[src/rtl/core/wpba_pkg.sv]
package wpba_pkg;

  localparam int unsigned WHEELS   = 4;
  localparam int unsigned WIDX_W   = 2;
  localparam int unsigned PWR_W    = 16;
  localparam int unsigned MASK_W   = 4;
  localparam int unsigned CNT_W    = 3;
  localparam int unsigned DSUM_W   = PWR_W + 2;
  localparam int unsigned TRIG_W   = PWR_W + 6;

  // shared divider: quotient always fits in PWR_W bits
  localparam int unsigned DIV_N_W  = 2 * PWR_W;
  localparam int unsigned DIV_D_W  = DSUM_W;
  localparam int unsigned QUOT_W   = PWR_W;
  localparam int unsigned STEP_W   = $clog2(QUOT_W);

  localparam logic [DIV_D_W-1:0] RSV_DIVISOR = DIV_D_W'(10);
  localparam logic [PWR_W-1:0]   PWR_LIMIT_RST = PWR_W'(960);

  // stream payload layout
  localparam int unsigned IN_DATA_W  = 152;
  localparam int unsigned MASK_LSB   = 2 * WHEELS * PWR_W;
  localparam int unsigned BUDGET_LSB = MASK_LSB + MASK_W;
  localparam int unsigned OUT_DATA_W = (WHEELS + 1) * PWR_W;

  typedef struct packed {
    logic               start;
    logic [DIV_N_W-1:0] num;
    logic [DIV_D_W-1:0] den;
  } div_req_t;

  typedef struct packed {
    logic              done;
    logic [QUOT_W-1:0] quot;
  } div_rsp_t;

endpackage

[src/rtl/core/wpba_div.sv]
module wpba_div import wpba_pkg::*; (
  input  logic     clk_i,
  input  logic     rst_ni,
  input  div_req_t req_i,
  output div_rsp_t rsp_o
);

  logic               busy_q;
  logic               done_q;
  logic [STEP_W-1:0]  step_q;
  logic [DIV_D_W-1:0] rem_q;
  logic [QUOT_W-1:0]  low_q;
  logic [DIV_D_W-1:0] den_q;

  logic [DIV_D_W:0]   trial;
  logic               ge;
  logic [DIV_D_W:0]   diff;

  // restoring step: remaining numerator bits leave the top of low_q,
  // quotient bits enter at the bottom
  assign trial = {rem_q, low_q[QUOT_W-1]};
  assign ge    = trial >= {1'b0, den_q};
  assign diff  = trial - {1'b0, den_q};

  always_ff @(posedge clk_i or negedge rst_ni) begin
    if (!rst_ni) begin
      busy_q <= 1'b0;
      done_q <= 1'b0;
      step_q <= '0;
      rem_q  <= '0;
      low_q  <= '0;
      den_q  <= '0;
    end else begin
      done_q <= 1'b0;
      if (req_i.start) begin
        busy_q <= 1'b1;
        step_q <= '0;
        rem_q  <= DIV_D_W'(req_i.num[DIV_N_W-1:QUOT_W]);
        low_q  <= req_i.num[QUOT_W-1:0];
        den_q  <= req_i.den;
      end else if (busy_q) begin
        rem_q <= ge ? diff[DIV_D_W-1:0] : trial[DIV_D_W-1:0];
        low_q <= {low_q[QUOT_W-2:0], ge};
        step_q <= step_q + STEP_W'(1);
        if (step_q == STEP_W'(QUOT_W - 1)) begin
          busy_q <= 1'b0;
          done_q <= 1'b1;
        end
      end
    end
  end

  assign rsp_o.done = done_q;
  assign rsp_o.quot = low_q;

endmodule

[src/rtl/core/wheel_power_budget_allocator_unit.sv]
// Splits one power budget (1/16 W units) among four wheels: an optional
// reserve of the chassis cap/10 per active wheel, then up to ROUNDS rounds
// (clamped to 1..8) of demand-proportional grants, or an equal split when the
// unmet wheels have no demand, capped at each wheel's remaining want. One beat
// in gives one beat out. The block takes one item at a time; s_axis_tready is
// low while an item is worked on. Every division runs on one shared 16-step
// restoring divider. An item with nothing to grant goes from the check state
// straight to the done state. The reserve is cut back to budget/count, with a
// second division, when cap/10 per active wheel would overrun the budget.
// Rounds stop once the budget is spent, no wheel is unmet or a round grants
// nothing. A result waits in the output register while the next item is
// accepted; the block then holds its finished result until that register
// drains.
module wheel_power_budget_allocator_unit import wpba_pkg::*; #(
  parameter int unsigned ROUNDS = 4
) (
  input  logic                  clk_i,
  input  logic                  rst_ni,
  input  logic                  cfg_we_i,
  input  logic [PWR_W-1:0]      cfg_wdata_i,   // chassis power cap
  input  logic                  s_axis_tvalid,
  output logic                  s_axis_tready,
  // wheel_demand_0..3, want_power_0..3, active_mask, total_budget, zero pad
  input  logic [IN_DATA_W-1:0]  s_axis_tdata,
  output logic                  m_axis_tvalid,
  input  logic                  m_axis_tready,
  // limit_power_0..3, leftover_budget
  output logic [OUT_DATA_W-1:0] m_axis_tdata,
  output logic                  m_axis_tuser   // applied
);

  localparam int unsigned ROUNDS_C = (ROUNDS < 1) ? 1 : (ROUNDS > 8) ? 8 : ROUNDS;
  localparam int unsigned RND_W    = (ROUNDS_C > 1) ? $clog2(ROUNDS_C) : 1;

  typedef enum logic [12:0] {
    S_IDLE      = 13'b0000000000001,
    S_CHECK     = 13'b0000000000010,
    S_RSV_DIV   = 13'b0000000000100,
    S_RSV_CHK   = 13'b0000000001000,
    S_RSV_CLAMP = 13'b0000000010000,
    S_RSV_APPLY = 13'b0000000100000,
    S_ROUND     = 13'b0000001000000,
    S_WHEEL     = 13'b0000010000000,
    S_MUL       = 13'b0000100000000,
    S_SHARE_DIV = 13'b0001000000000,
    S_ROUND_END = 13'b0010000000000,
    S_DONE      = 13'b0100000000000,
    S_SPARE     = 13'b1000000000000
  } state_e;

  state_e              st_q;
  logic [PWR_W-1:0]    chassis_cap_q;
  logic [PWR_W-1:0]    dem_q  [WHEELS];
  logic [PWR_W-1:0]    want_q [WHEELS];
  logic [PWR_W-1:0]    lim_q  [WHEELS];
  logic [MASK_W-1:0]   mask_q;
  logic [PWR_W-1:0]    budget_q;
  logic                applied_q;
  logic [PWR_W-1:0]    reserve_q;
  logic [CNT_W-1:0]    cnt_q;
  logic [WIDX_W-1:0]   idx_q;
  logic [RND_W-1:0]    rnd_q;
  logic [DSUM_W-1:0]   dsum_q;
  logic [CNT_W-1:0]    unmet_q;
  logic [PWR_W:0]      total_q;
  logic [DIV_N_W-1:0]  prod_q;
  div_req_t            div_req_q;
  div_rsp_t            div_rsp;
  logic                m_valid_q;
  logic [OUT_DATA_W-1:0] m_data_q;
  logic                m_user_q;

  logic [WHEELS-1:0]   unmet_vec;
  logic [DSUM_W-1:0]   dsum_c;
  logic [CNT_W-1:0]    unmet_cnt_c;
  logic [TRIG_W-1:0]   b40_c;
  logic [TRIG_W-1:0]   p27_c;
  logic [PWR_W+CNT_W-1:0] rsv_cnt_c;
  logic [PWR_W-1:0]    rsv_g_c;
  logic [PWR_W-1:0]    room_c;
  logic [PWR_W-1:0]    grant_c;
  logic                s_hs;

  wpba_div u_div (
    .clk_i  (clk_i),
    .rst_ni (rst_ni),
    .req_i  (div_req_q),
    .rsp_o  (div_rsp)
  );

  always_comb begin
    dsum_c = '0;
    for (int i = 0; i < WHEELS; i++) begin
      unmet_vec[i] = mask_q[i] && (want_q[i] > lim_q[i]);
      if (unmet_vec[i]) begin
        dsum_c = dsum_c + DSUM_W'(dem_q[i]);
      end
    end
  end

  assign unmet_cnt_c = CNT_W'($countones(unmet_vec));

  // budget*40 against cap*27 by shift and add
  assign b40_c = (TRIG_W'(budget_q) << 5) + (TRIG_W'(budget_q) << 3);
  assign p27_c = (TRIG_W'(chassis_cap_q) << 4) + (TRIG_W'(chassis_cap_q) << 3)
               + (TRIG_W'(chassis_cap_q) << 1) + TRIG_W'(chassis_cap_q);

  assign rsv_cnt_c = (PWR_W+CNT_W)'(reserve_q) * (PWR_W+CNT_W)'(cnt_q);
  assign rsv_g_c   = (reserve_q < want_q[idx_q]) ? reserve_q : want_q[idx_q];
  assign room_c    = want_q[idx_q] - lim_q[idx_q];
  assign grant_c   = (div_rsp.quot > room_c) ? room_c : div_rsp.quot;

  assign s_axis_tready = (st_q == S_IDLE);
  assign s_hs          = s_axis_tvalid && s_axis_tready;

  always_ff @(posedge clk_i or negedge rst_ni) begin
    if (!rst_ni) begin
      st_q          <= S_IDLE;
      chassis_cap_q <= PWR_LIMIT_RST;
      for (int i = 0; i < WHEELS; i++) begin
        dem_q[i]  <= '0;
        want_q[i] <= '0;
        lim_q[i]  <= '0;
      end
      mask_q    <= '0;
      budget_q  <= '0;
      applied_q <= 1'b0;
      reserve_q <= '0;
      cnt_q     <= '0;
      idx_q     <= '0;
      rnd_q     <= '0;
      dsum_q    <= '0;
      unmet_q   <= '0;
      total_q   <= '0;
      prod_q    <= '0;
      div_req_q <= '0;
      m_valid_q <= 1'b0;
      m_data_q  <= '0;
      m_user_q  <= 1'b0;
    end else begin
      if (cfg_we_i) begin
        chassis_cap_q <= cfg_wdata_i;
      end
      // the done state reloads the output register itself
      if (m_valid_q && m_axis_tready && st_q != S_DONE) begin
        m_valid_q <= 1'b0;
      end

      unique case (st_q)
        S_IDLE: begin
          if (s_hs) begin
            for (int i = 0; i < WHEELS; i++) begin
              dem_q[i]  <= s_axis_tdata[i*PWR_W +: PWR_W];
              want_q[i] <= s_axis_tdata[(WHEELS+i)*PWR_W +: PWR_W];
              lim_q[i]  <= '0;
            end
            mask_q   <= s_axis_tdata[MASK_LSB +: MASK_W];
            budget_q <= s_axis_tdata[BUDGET_LSB +: PWR_W];
            cnt_q    <= CNT_W'($countones(s_axis_tdata[MASK_LSB +: MASK_W]));
            st_q     <= S_CHECK;
          end
        end

        S_CHECK: begin
          rnd_q <= '0;
          if (budget_q == '0 || mask_q == '0) begin
            applied_q <= 1'b0;
            st_q      <= S_DONE;
          end else begin
            applied_q <= 1'b1;
            if (chassis_cap_q != '0 && b40_c >= p27_c) begin
              div_req_q.start <= 1'b1;
              div_req_q.num   <= DIV_N_W'(chassis_cap_q);
              div_req_q.den   <= RSV_DIVISOR;
              st_q            <= S_RSV_DIV;
            end else begin
              st_q <= S_ROUND;
            end
          end
        end

        S_RSV_DIV: begin
          div_req_q.start <= 1'b0;
          if (div_rsp.done) begin
            reserve_q <= div_rsp.quot;
            st_q      <= S_RSV_CHK;
          end
        end

        S_RSV_CHK: begin
          idx_q <= '0;
          if (rsv_cnt_c > (PWR_W+CNT_W)'(budget_q)) begin
            div_req_q.start <= 1'b1;
            div_req_q.num   <= DIV_N_W'(budget_q);
            div_req_q.den   <= DIV_D_W'(cnt_q);
            st_q            <= S_RSV_CLAMP;
          end else begin
            st_q <= S_RSV_APPLY;
          end
        end

        S_RSV_CLAMP: begin
          div_req_q.start <= 1'b0;
          if (div_rsp.done) begin
            reserve_q <= div_rsp.quot;
            st_q      <= S_RSV_APPLY;
          end
        end

        S_RSV_APPLY: begin
          if (mask_q[idx_q]) begin
            lim_q[idx_q] <= rsv_g_c;
            budget_q     <= budget_q - rsv_g_c;
          end
          idx_q <= idx_q + WIDX_W'(1);
          if (idx_q == WIDX_W'(WHEELS - 1)) begin
            st_q <= S_ROUND;
          end
        end

        S_ROUND: begin
          if (budget_q == '0 || unmet_cnt_c == '0) begin
            st_q <= S_DONE;
          end else begin
            dsum_q  <= dsum_c;
            unmet_q <= unmet_cnt_c;
            total_q <= '0;
            idx_q   <= '0;
            st_q    <= S_WHEEL;
          end
        end

        S_WHEEL: begin
          // lim of this wheel is still its round-start value here
          if (!unmet_vec[idx_q]) begin
            idx_q <= idx_q + WIDX_W'(1);
            if (idx_q == WIDX_W'(WHEELS - 1)) begin
              st_q <= S_ROUND_END;
            end
          end else if (dsum_q != '0) begin
            prod_q <= DIV_N_W'(budget_q) * DIV_N_W'(dem_q[idx_q]);
            st_q   <= S_MUL;
          end else begin
            div_req_q.start <= 1'b1;
            div_req_q.num   <= DIV_N_W'(budget_q);
            div_req_q.den   <= DIV_D_W'(unmet_q);
            st_q            <= S_SHARE_DIV;
          end
        end

        S_MUL: begin
          div_req_q.start <= 1'b1;
          div_req_q.num   <= prod_q;
          div_req_q.den   <= dsum_q;
          st_q            <= S_SHARE_DIV;
        end

        S_SHARE_DIV: begin
          div_req_q.start <= 1'b0;
          if (div_rsp.done) begin
            lim_q[idx_q] <= lim_q[idx_q] + grant_c;
            total_q      <= total_q + (PWR_W+1)'(grant_c);
            idx_q        <= idx_q + WIDX_W'(1);
            if (idx_q == WIDX_W'(WHEELS - 1)) begin
              st_q <= S_ROUND_END;
            end else begin
              st_q <= S_WHEEL;
            end
          end
        end

        S_ROUND_END: begin
          if (total_q == '0) begin
            st_q <= S_DONE;
          end else begin
            budget_q <= (total_q > (PWR_W+1)'(budget_q)) ? '0
                      : budget_q - total_q[PWR_W-1:0];
            rnd_q    <= rnd_q + RND_W'(1);
            if (rnd_q == RND_W'(ROUNDS_C - 1)) begin
              st_q <= S_DONE;
            end else begin
              st_q <= S_ROUND;
            end
          end
        end

        S_DONE: begin
          // load the output register once it is free or being drained
          if (!m_valid_q || m_axis_tready) begin
            m_valid_q <= 1'b1;
            m_data_q  <= {budget_q, lim_q[3], lim_q[2], lim_q[1], lim_q[0]};
            m_user_q  <= applied_q;
            st_q      <= S_IDLE;
          end
        end

        default: begin
          st_q <= S_IDLE;
        end
      endcase
    end
  end

  assign m_axis_tvalid = m_valid_q;
  assign m_axis_tdata  = m_data_q;
  assign m_axis_tuser  = m_user_q;

`ifndef ASSERT_OFF
  a_lim_within_want: assert property (@(posedge clk_i) disable iff (!rst_ni)
    (st_q == S_DONE) |-> (lim_q[0] <= want_q[0] && lim_q[1] <= want_q[1] &&
                          lim_q[2] <= want_q[2] && lim_q[3] <= want_q[3]))
    else $error("granted power exceeds wanted power");

  a_div_done_expected: assert property (@(posedge clk_i) disable iff (!rst_ni)
    div_rsp.done |-> (st_q == S_RSV_DIV || st_q == S_RSV_CLAMP ||
                      st_q == S_SHARE_DIV))
    else $error("divider finished outside a wait state");

  a_not_applied_zero: assert property (@(posedge clk_i) disable iff (!rst_ni)
    (m_valid_q && !m_user_q) |-> (m_data_q[WHEELS*PWR_W-1:0] == '0))
    else $error("limits granted without allocation");

  a_div_start_idle: assert property (@(posedge clk_i) disable iff (!rst_ni)
    div_req_q.start |=> !div_rsp.done)
    else $error("divider result too early");
`endif

endmodule

[config.mk]
export PLATFORM = sky130hd
export DESIGN_NAME = wheel_power_budget_allocator_unit
export DESIGN_NICKNAME = d
export VERILOG_FILES = /design/src/rtl/core/wpba_pkg.sv /design/src/rtl/core/wpba_div.sv /design/src/rtl/core/wheel_power_budget_allocator_unit.sv
export SDC_FILE = /design/constraint.sdc
export NUM_CORES = 2
export LEC_CHECK = 0
export ABC_AREA = 1
export BUFFER_PORTS_ARGS = -buffer_cell sky130_fd_sc_hd__clkbuf_2
export CORE_ASPECT_RATIO = 2
export CORE_MARGIN = 4
export CORE_UTILIZATION = 45
export CTS_BUF_LIST = sky130_fd_sc_hd__clkbuf_4 sky130_fd_sc_hd__clkbuf_8 sky130_fd_sc_hd__clkbuf_16
export DETAILED_ROUTE_END_ITERATION = 6
export PLACE_DENSITY = 0.65
export SLEW_MARGIN = 20
export SYNTH_ARGS = -nofsm -noshare
export SYNTH_HDL_FRONTEND = slang
export SYNTH_SLANG_ARGS = --single-unit
[constraint.sdc]
create_clock -name clk_i -period 13.9 [get_ports clk_i]
set_clock_uncertainty 0.05 [all_clocks]
set_input_delay 0.695 -clock clk_i [delete_from_list [all_inputs] [get_ports clk_i]]
set_output_delay 0.695 -clock clk_i [all_outputs]
set_load 0.01 [all_outputs]
; Word level (Yosys, flattened, before mapping)
; Cells that the tools add are included.
[totals]
latch_bits = 0
wordCells = 232
mem_bits_ro = 0
ram_bits = 0
memories = 0
output_inout_bits = 83
regBits = 526
[classes]
reduce_logical = 42
eq_ne = 32
magnitude_cmp = 13
n_shift = 0
bitwise_logic = 2
n_addsub = 22
mux = 82
mul = 2
div_mod_pow = 0
[ops]
columns = cell, n
row1 = two-way mux 16 bit, 16
row2 = two-way mux 51 bit, 5
row3 = case mux 50 bit (4 select lines), 1
row4 = two-way mux 64 bit, 3
row5 = case mux 64 bit (3 select lines), 1
row6 = case mux 13 bit (12 select lines), 1
row7 = bitwise mux 64 bit, 2
row8 = two-way mux 18 bit, 6
row9 = two-way mux 13 bit, 8
row10 = binary-select mux 16 bit (select 2 bit), 3
row11 = greater-than comparator 16 bit, 5
row12 = adder 18 x 16 -> 18 bit, 3
row13 = two-way mux 12 bit, 4
row14 = case mux 16 bit (3 select lines), 1
row15 = subtractor 16 bit, 3
row16 = two-way mux 17 bit, 2
row17 = case mux 17 bit (2 select lines), 1
row18 = demux 16 bit (select 2 bit), 1
row19 = multiplier 16 x 16 -> 32 bit, 1
row20 = adder 21 x 17 -> 22 bit, 1
row21 = adder 21 x 19 -> 22 bit, 1
row22 = adder 22 x 16 -> 22 bit, 1
row23 = greater-or-equal comparator 22 bit, 1
row24 = "!= test 2 bit, second input constant", 11
row25 = other kinds (66), 113

; Logic depth before layout (Yosys ltp)
[logic_depth]
depth_word = 11
mapped_depth = 50

; Cells and area by module
; Synthesis repeated with hierarchy kept, for this count alone.
[hier_totals]
hier_cells = 6327
hier_area_um2 = 47196.5
[modules_own_cells]
columns = module, seq_area_each_um2, instances, area_each_um2, cells_each
row1 = wheel_power_budget_allocator_unit, 11692.5, 1, 43462.9, 5809
row2 = wpba_div, 1451.4, 1, 3733.6, 518

; Least setup slack after synthesis
; Ideal clock, no wire load.
[synth_path]
path_type = reg2reg
startpoint = register idx_q[0]
endpoint = register prod_q[22]
synth_period_minus_slack_ns = 6.720
t_arrival_ns = 6.550
path_buffers = 6
setup_slack_ns = 7.180
stages_incl_launch_ff = 34
path_cell_list = dfrtp_1 -> buf_2 -> buf_2 -> buf_4 -> buf_4 -> clkbuf_1 -> a21oi_1 -> o21ai_0 -> nand2_1 -> inv_1 -> buf_2 -> nand2_1 -> fa_1 -> inv_1 -> fa_1 -> inv_1 -> fa_1 -> fa_1 -> inv_1 -> fa_1 -> inv_1 -> fa_1 -> inv_1 -> ha_1 -> a21o_1 -> nand2_1 -> nand3_1 -> a31oi_1 -> o21bai_1 -> a21oi_1 -> xor2_1 -> nand2_1 -> o21ai_0 -> inv_1
[synth_via]
elab_chain_cells = 5
[synth_lines]
columns = element, line
row1 = from (decl), wheel_power_budget_allocator_unit.sv:61  ; logic [WIDX_W-1:0] idx_q;
row2 = from (signal assigned), wheel_power_budget_allocator_unit.sv:215  ; idx_q <= idx_q + WIDX_W'(1);
row3 = from (signal assigned), wheel_power_budget_allocator_unit.sv:236  ; idx_q <= idx_q + WIDX_W'(1);
row4 = from (signal assigned), wheel_power_budget_allocator_unit.sv:263  ; idx_q <= idx_q + WIDX_W'(1);
row5 = NOT 2 -> 3 bit (implied by the code), wheel_power_budget_allocator_unit.sv:241  ; prod_q <= DIV_N_W'(budget_q) * DIV_N_W'(dem_q[idx_q]);
row6 = binary-select mux 16 bit (select 2 bit), wheel_power_budget_allocator_unit.sv:241
row7 = two-way mux 16 bit (implied by the code) (2 in series), wheel_power_budget_allocator_unit.sv:241
row8 = multiplier 16 x 16 -> 32 bit, wheel_power_budget_allocator_unit.sv:241
row9 = to (signal assigned), wheel_power_budget_allocator_unit.sv:241
row10 = to (decl), wheel_power_budget_allocator_unit.sv:66  ; logic [DIV_N_W-1:0] prod_q;
; Parallel ways exist; a longest one is shown, timed or not. The select of a mux whose other input is x is not followed.
; A chain may end at the register's enable or synchronous reset.

; Worst setup path after layout
[layout_path]
startpoint = register idx_q[0]
endpoint = register lim_q[24] (netlist name)
[layout_via]
elab_chain_cells = 11
[layout_lines]
columns = element, line
row1 = NOT 2 -> 3 bit (implied by the code), -
row2 = "binary-select mux 16 bit (select 2 bit), on equally long branches", "wheel_power_budget_allocator_unit.sv:109, wheel_power_budget_allocator_unit.sv:110, wheel_power_budget_allocator_unit.sv:261"
row3 = "two-way mux 16 bit, on equally long branches (2 in series)", "wheel_power_budget_allocator_unit.sv:109, wheel_power_budget_allocator_unit.sv:110, wheel_power_budget_allocator_unit.sv:261"
row4 = subtractor 16 bit, wheel_power_budget_allocator_unit.sv:110  ; assign room_c = want_q[idx_q] - lim_q[idx_q];
row5 = greater-than comparator 16 bit, wheel_power_budget_allocator_unit.sv:111  ; assign grant_c = (div_rsp.quot > room_c) ? room_c : div_rsp.quot;
row6 = two-way mux 16 bit, wheel_power_budget_allocator_unit.sv:111
row7 = adder 16 bit, wheel_power_budget_allocator_unit.sv:261  ; lim_q[idx_q] <= lim_q[idx_q] + grant_c;
row8 = bitwise mux 64 bit, wheel_power_budget_allocator_unit.sv:261
row9 = two-way mux 64 bit, wheel_power_budget_allocator_unit.sv:260  ; if (div_rsp.done) begin
row10 = case mux 64 bit (3 select lines), wheel_power_budget_allocator_unit.sv:149  ; unique case (st_q)
row11 = "to (signal, indexed assignment)", wheel_power_budget_allocator_unit.sv:212  ; lim_q[idx_q] <= rsv_g_c;
row12 = "to (signal, indexed assignment)", wheel_power_budget_allocator_unit.sv:261
row13 = to (decl), wheel_power_budget_allocator_unit.sv:55  ; logic [PWR_W-1:0] lim_q [WHEELS];
; Parallel ways exist; a longest one is shown, timed or not. The select of a mux whose other input is x is not followed.

==> qor.yml <==
sta:
  period_needed_ns: 9.29
  slew_viol_final: 0
  rsz0062_at_grt: "false"
  fmax_mhz: 108
  finalSetupViolCount: 0
  worstMarginPinSlew_ns: 1.20
  whs_ns: -0.0397
  relSlewSlack_pct: 19.0
  hold_violations: 15
  finalCritPeriodShare_pct: 66.8
  setup_tns_ns: 0
clock_network:
  cts_inserted_buffers: 55
  cts_max_path_buffers: 3
  path_clk_slew_ns: 0.07
  cts_tree: "yes"
  clk_latency_ns: 0.68
  cts_resized: 0
  clkSinkCount: 525
  cts_root_buf: "clkbuf_16"
  post_cts_buffers: 0
  htree_levels: 2
  cts_hold_buf: 0
detailed_routing:
  drt-met1-wl_mm: 60.7
  post_drt_wl_per_cell_um: 23.8
  wl_met3_mm: 10.9
  highest_layer: "met5"
  vias_per_cell: 5.68
  met2_length_mm: 90.8
  drtAntennaViolNets: 0
  drc: 2
  vias: 44200
  first_pass_iters: 7
  routed_wl_mm: 185
  drt-initial-drc-count: 3249
logic_synthesis:
  synth-simple-area-share_pct: 20.8
  synth-adder-area-share_pct: 23.1
  synth_warnings: 0
  synthXorXnorAreaFrac_pct: 2.81
  synth_top_family_by_area: "adder cells"
  syn_area_um2: 47000
  ys_types: 77
  syn_inst: 6229
  synth-seq-cells: 525
  synth_ff_type: "dfrtp_1"
  ys_seq_area_share_pct: 27.9
  syn_avg_cell_area_um2: 7.55
  ys_async_sr_fraction_pct: 100
  synth_nets: 7120
  synth_edf_count: 0
  synth_compound_area_share_pct: 15.9
  synth_mux_area_share_pct: 0.277
floorplanning:
  die_w_um: 237
  num_io_pins: 256
  die_h_um: 465
  start_util_pct: 45.4
  die_area_um2: 110000
  row_count: 167
  core_um2: 104000
placement:
  placedCellCount: 7665
  dp_hpwl_mm: 149
  place_congestion: 1.03
  dpl_cell_area_um2: 49400
  numPortBuffers: 251
job:
  cap_violations: 0
global_routing:
  antenna_found_initial: 8
  gr-total-overflow: 0
  grt_start_max_net_pins: 113
  grt_use_total_pct: 33.1
  grt_pass1_vias: 44900
  grt_pass1_wl_mm: 275
critical_path:
  critical-path-max-stage-delay_ns: 0.93
  path_depth: 39
  crit_slowest_cell: "dfrtp_4"
  arrival_ns: 9.76
  crit_family: "compound AO/OA/AOI/OAI gates"
  endpoint_kind: "flip-flop"
  crit_type: "reg -> reg"
  rr_worst_depth: 39
  cp_num_buf_inv: 4
  crit_fanout: 92
  startpoint_type: "flip-flop"
  path_common_cell: "nand2_1"
  cp.required_ns: 14.37
worst_hold_path:
  hold_class: "in -> async"
cells_and_area:
  utilization_pct: 49.6
  layout.cells.non_filler: 7769
  nNetsFinal: 7261
  area_growth_syn_to_layout_pct: 9.20
  layout-drive-gt1-share_pct: 7.95
  final_area_um2: 51400
  fillCellCount: 10500
run_status:
  status: "complete, but fails checks"
  violations: "design-rule violations, negative hold slack"
## flip-flops by register name, summed over array words and instances, names as in the netlist, 17 cells and up
signal,count
dem_q,64
div_req_q,51
dsum_q,18
lim_q,64
m_axis_tdata,80
prod_q,32
total_q,17
u_div.den_q,18
u_div.rem_q,18
want_q,64
## logic make-up (layout without fill, tap and decap cells)
kind of cell,Yosys count,in the layout
buffers and inverters,1092,1276
AND/OR/NAND/NOR,2399,2399
other,0,4
XOR/XNOR,151,151
flip-flops,525,525
multiplexers,13,13
adder cells (fa/ha/maj),718,718
AO/OA/AOI/OAI,1331,1331
## path summary, 6_finish.rpt
| check | slack (ns) | end | start |
|---|---|---|---|
| setup / recovery | 4.61 | lim_q[24] | idx_q[0] |
| hold / removal | -0.04 | div_req_q[48] | rst_ni |
| setup reg to reg | 4.61 | lim_q[24] | idx_q[0] |
| hold reg to reg | 0.42 | div_req_q[38] | prod_q[20] |
| max in group asynchronous | 11.05 | idx_q[0] | rst_ni |
| min in group clk_i | 0.17 | want_q[41] | s_axis_tdata[89] |
## layer usage
layer	vias up	global-route usage [%]
met1	21200	33.2
met3	650	5.14
li1	20600	-
met2	1766	57.7
met5	-	0
met4	2	31.5
## area by class of cell
class	instances	area [µm²]	share of cell area [%]
diodes	4	10.0	0.0195
clock buffers	72	1580	3.08
clock inverters	28	397	0.772
inverters	864	3250	6.32
multi-input cells	4612	29600	57.6
flip-flops and latches	525	13100	25.6
well taps	1352	1690	3.29
repair buffers	312	1720	3.36
## through the flow
| stage | hold WS (ns) | worst slack, ns |
|---|---|---|
| final | -0.0397 | 4.61 |
| after CTS | 0.0160 | 4.69 |
| after global placement | 0.403 | 4.81 |
| after detailed placement | 0.410 | 4.77 |
| after global routing | 0.0225 | 3.95 |
| after floorplan | 0.349 | 7.18 |
## placed cells by master (no fill, tap or decap), types with 10 or more instances in the layout
cell type     n
o21a_1       21
clkinv_1     11
clkbuf_8     10
nand2_1    1606
a21oi_1     403
o21ai_0     515
a21o_1       23
a22oi_1      59
buf_4        61
nor4_1       22
xnor2_1      68
or2_2        10
o21ai_1     111
nand4_1      67
nor2_1      443
a31oi_1      28
dfrtp_1     518
inv_2        29
o211ai_1     18
nand3_1     172
o22ai_1      17
mux2i_1      13
ha_1        470
nor3_1       34
a32oi_1      28
clkbuf_16    56
xor2_1       83
inv_1       822
clkbuf_2    250
fa_1        248
o21bai_1     30
## worst register-to-register path: cells and delay by family (launching register included)
kind	cells	cell delay, ns
compound gates	8	2.68
simple gates	21	2.49
fa+ha+maj	4	1.39
buf+inv	4	1.04
flops	1	0.93
xor+xnor	2	0.55
## cells in the mapped netlist, types with 18 or more instances
cell type  instances  share of area (%)
inv_1            822                6.6
a31oi_1           28               0.37
o21bai_1          30               0.48
a32oi_1           28               0.52
clkbuf_1         131                1.0
ha_1             470                 12
xnor2_1           68                1.3
buf_2             55               0.59
o21a_1            21               0.34
dfrtp_1          520                 28
nor4_1            22               0.29
xor2_1            83                1.5
o21ai_1          111                1.2
nor3_1            34               0.36
fa_1             248                 11
nand4_1           67               0.89
a21oi_1          403                4.3
inv_2             29               0.23
a22oi_1           59               0.94
nand2_1         1606                 13
a21o_1            23               0.37
nor2_1           444                3.5
o211ai_1          18               0.29
nand3_1          173                1.8
o21ai_0          515                5.5
Power is not shown: default switching activity piles up to over one toggle a cycle in this logic, so the estimate is an artifact.
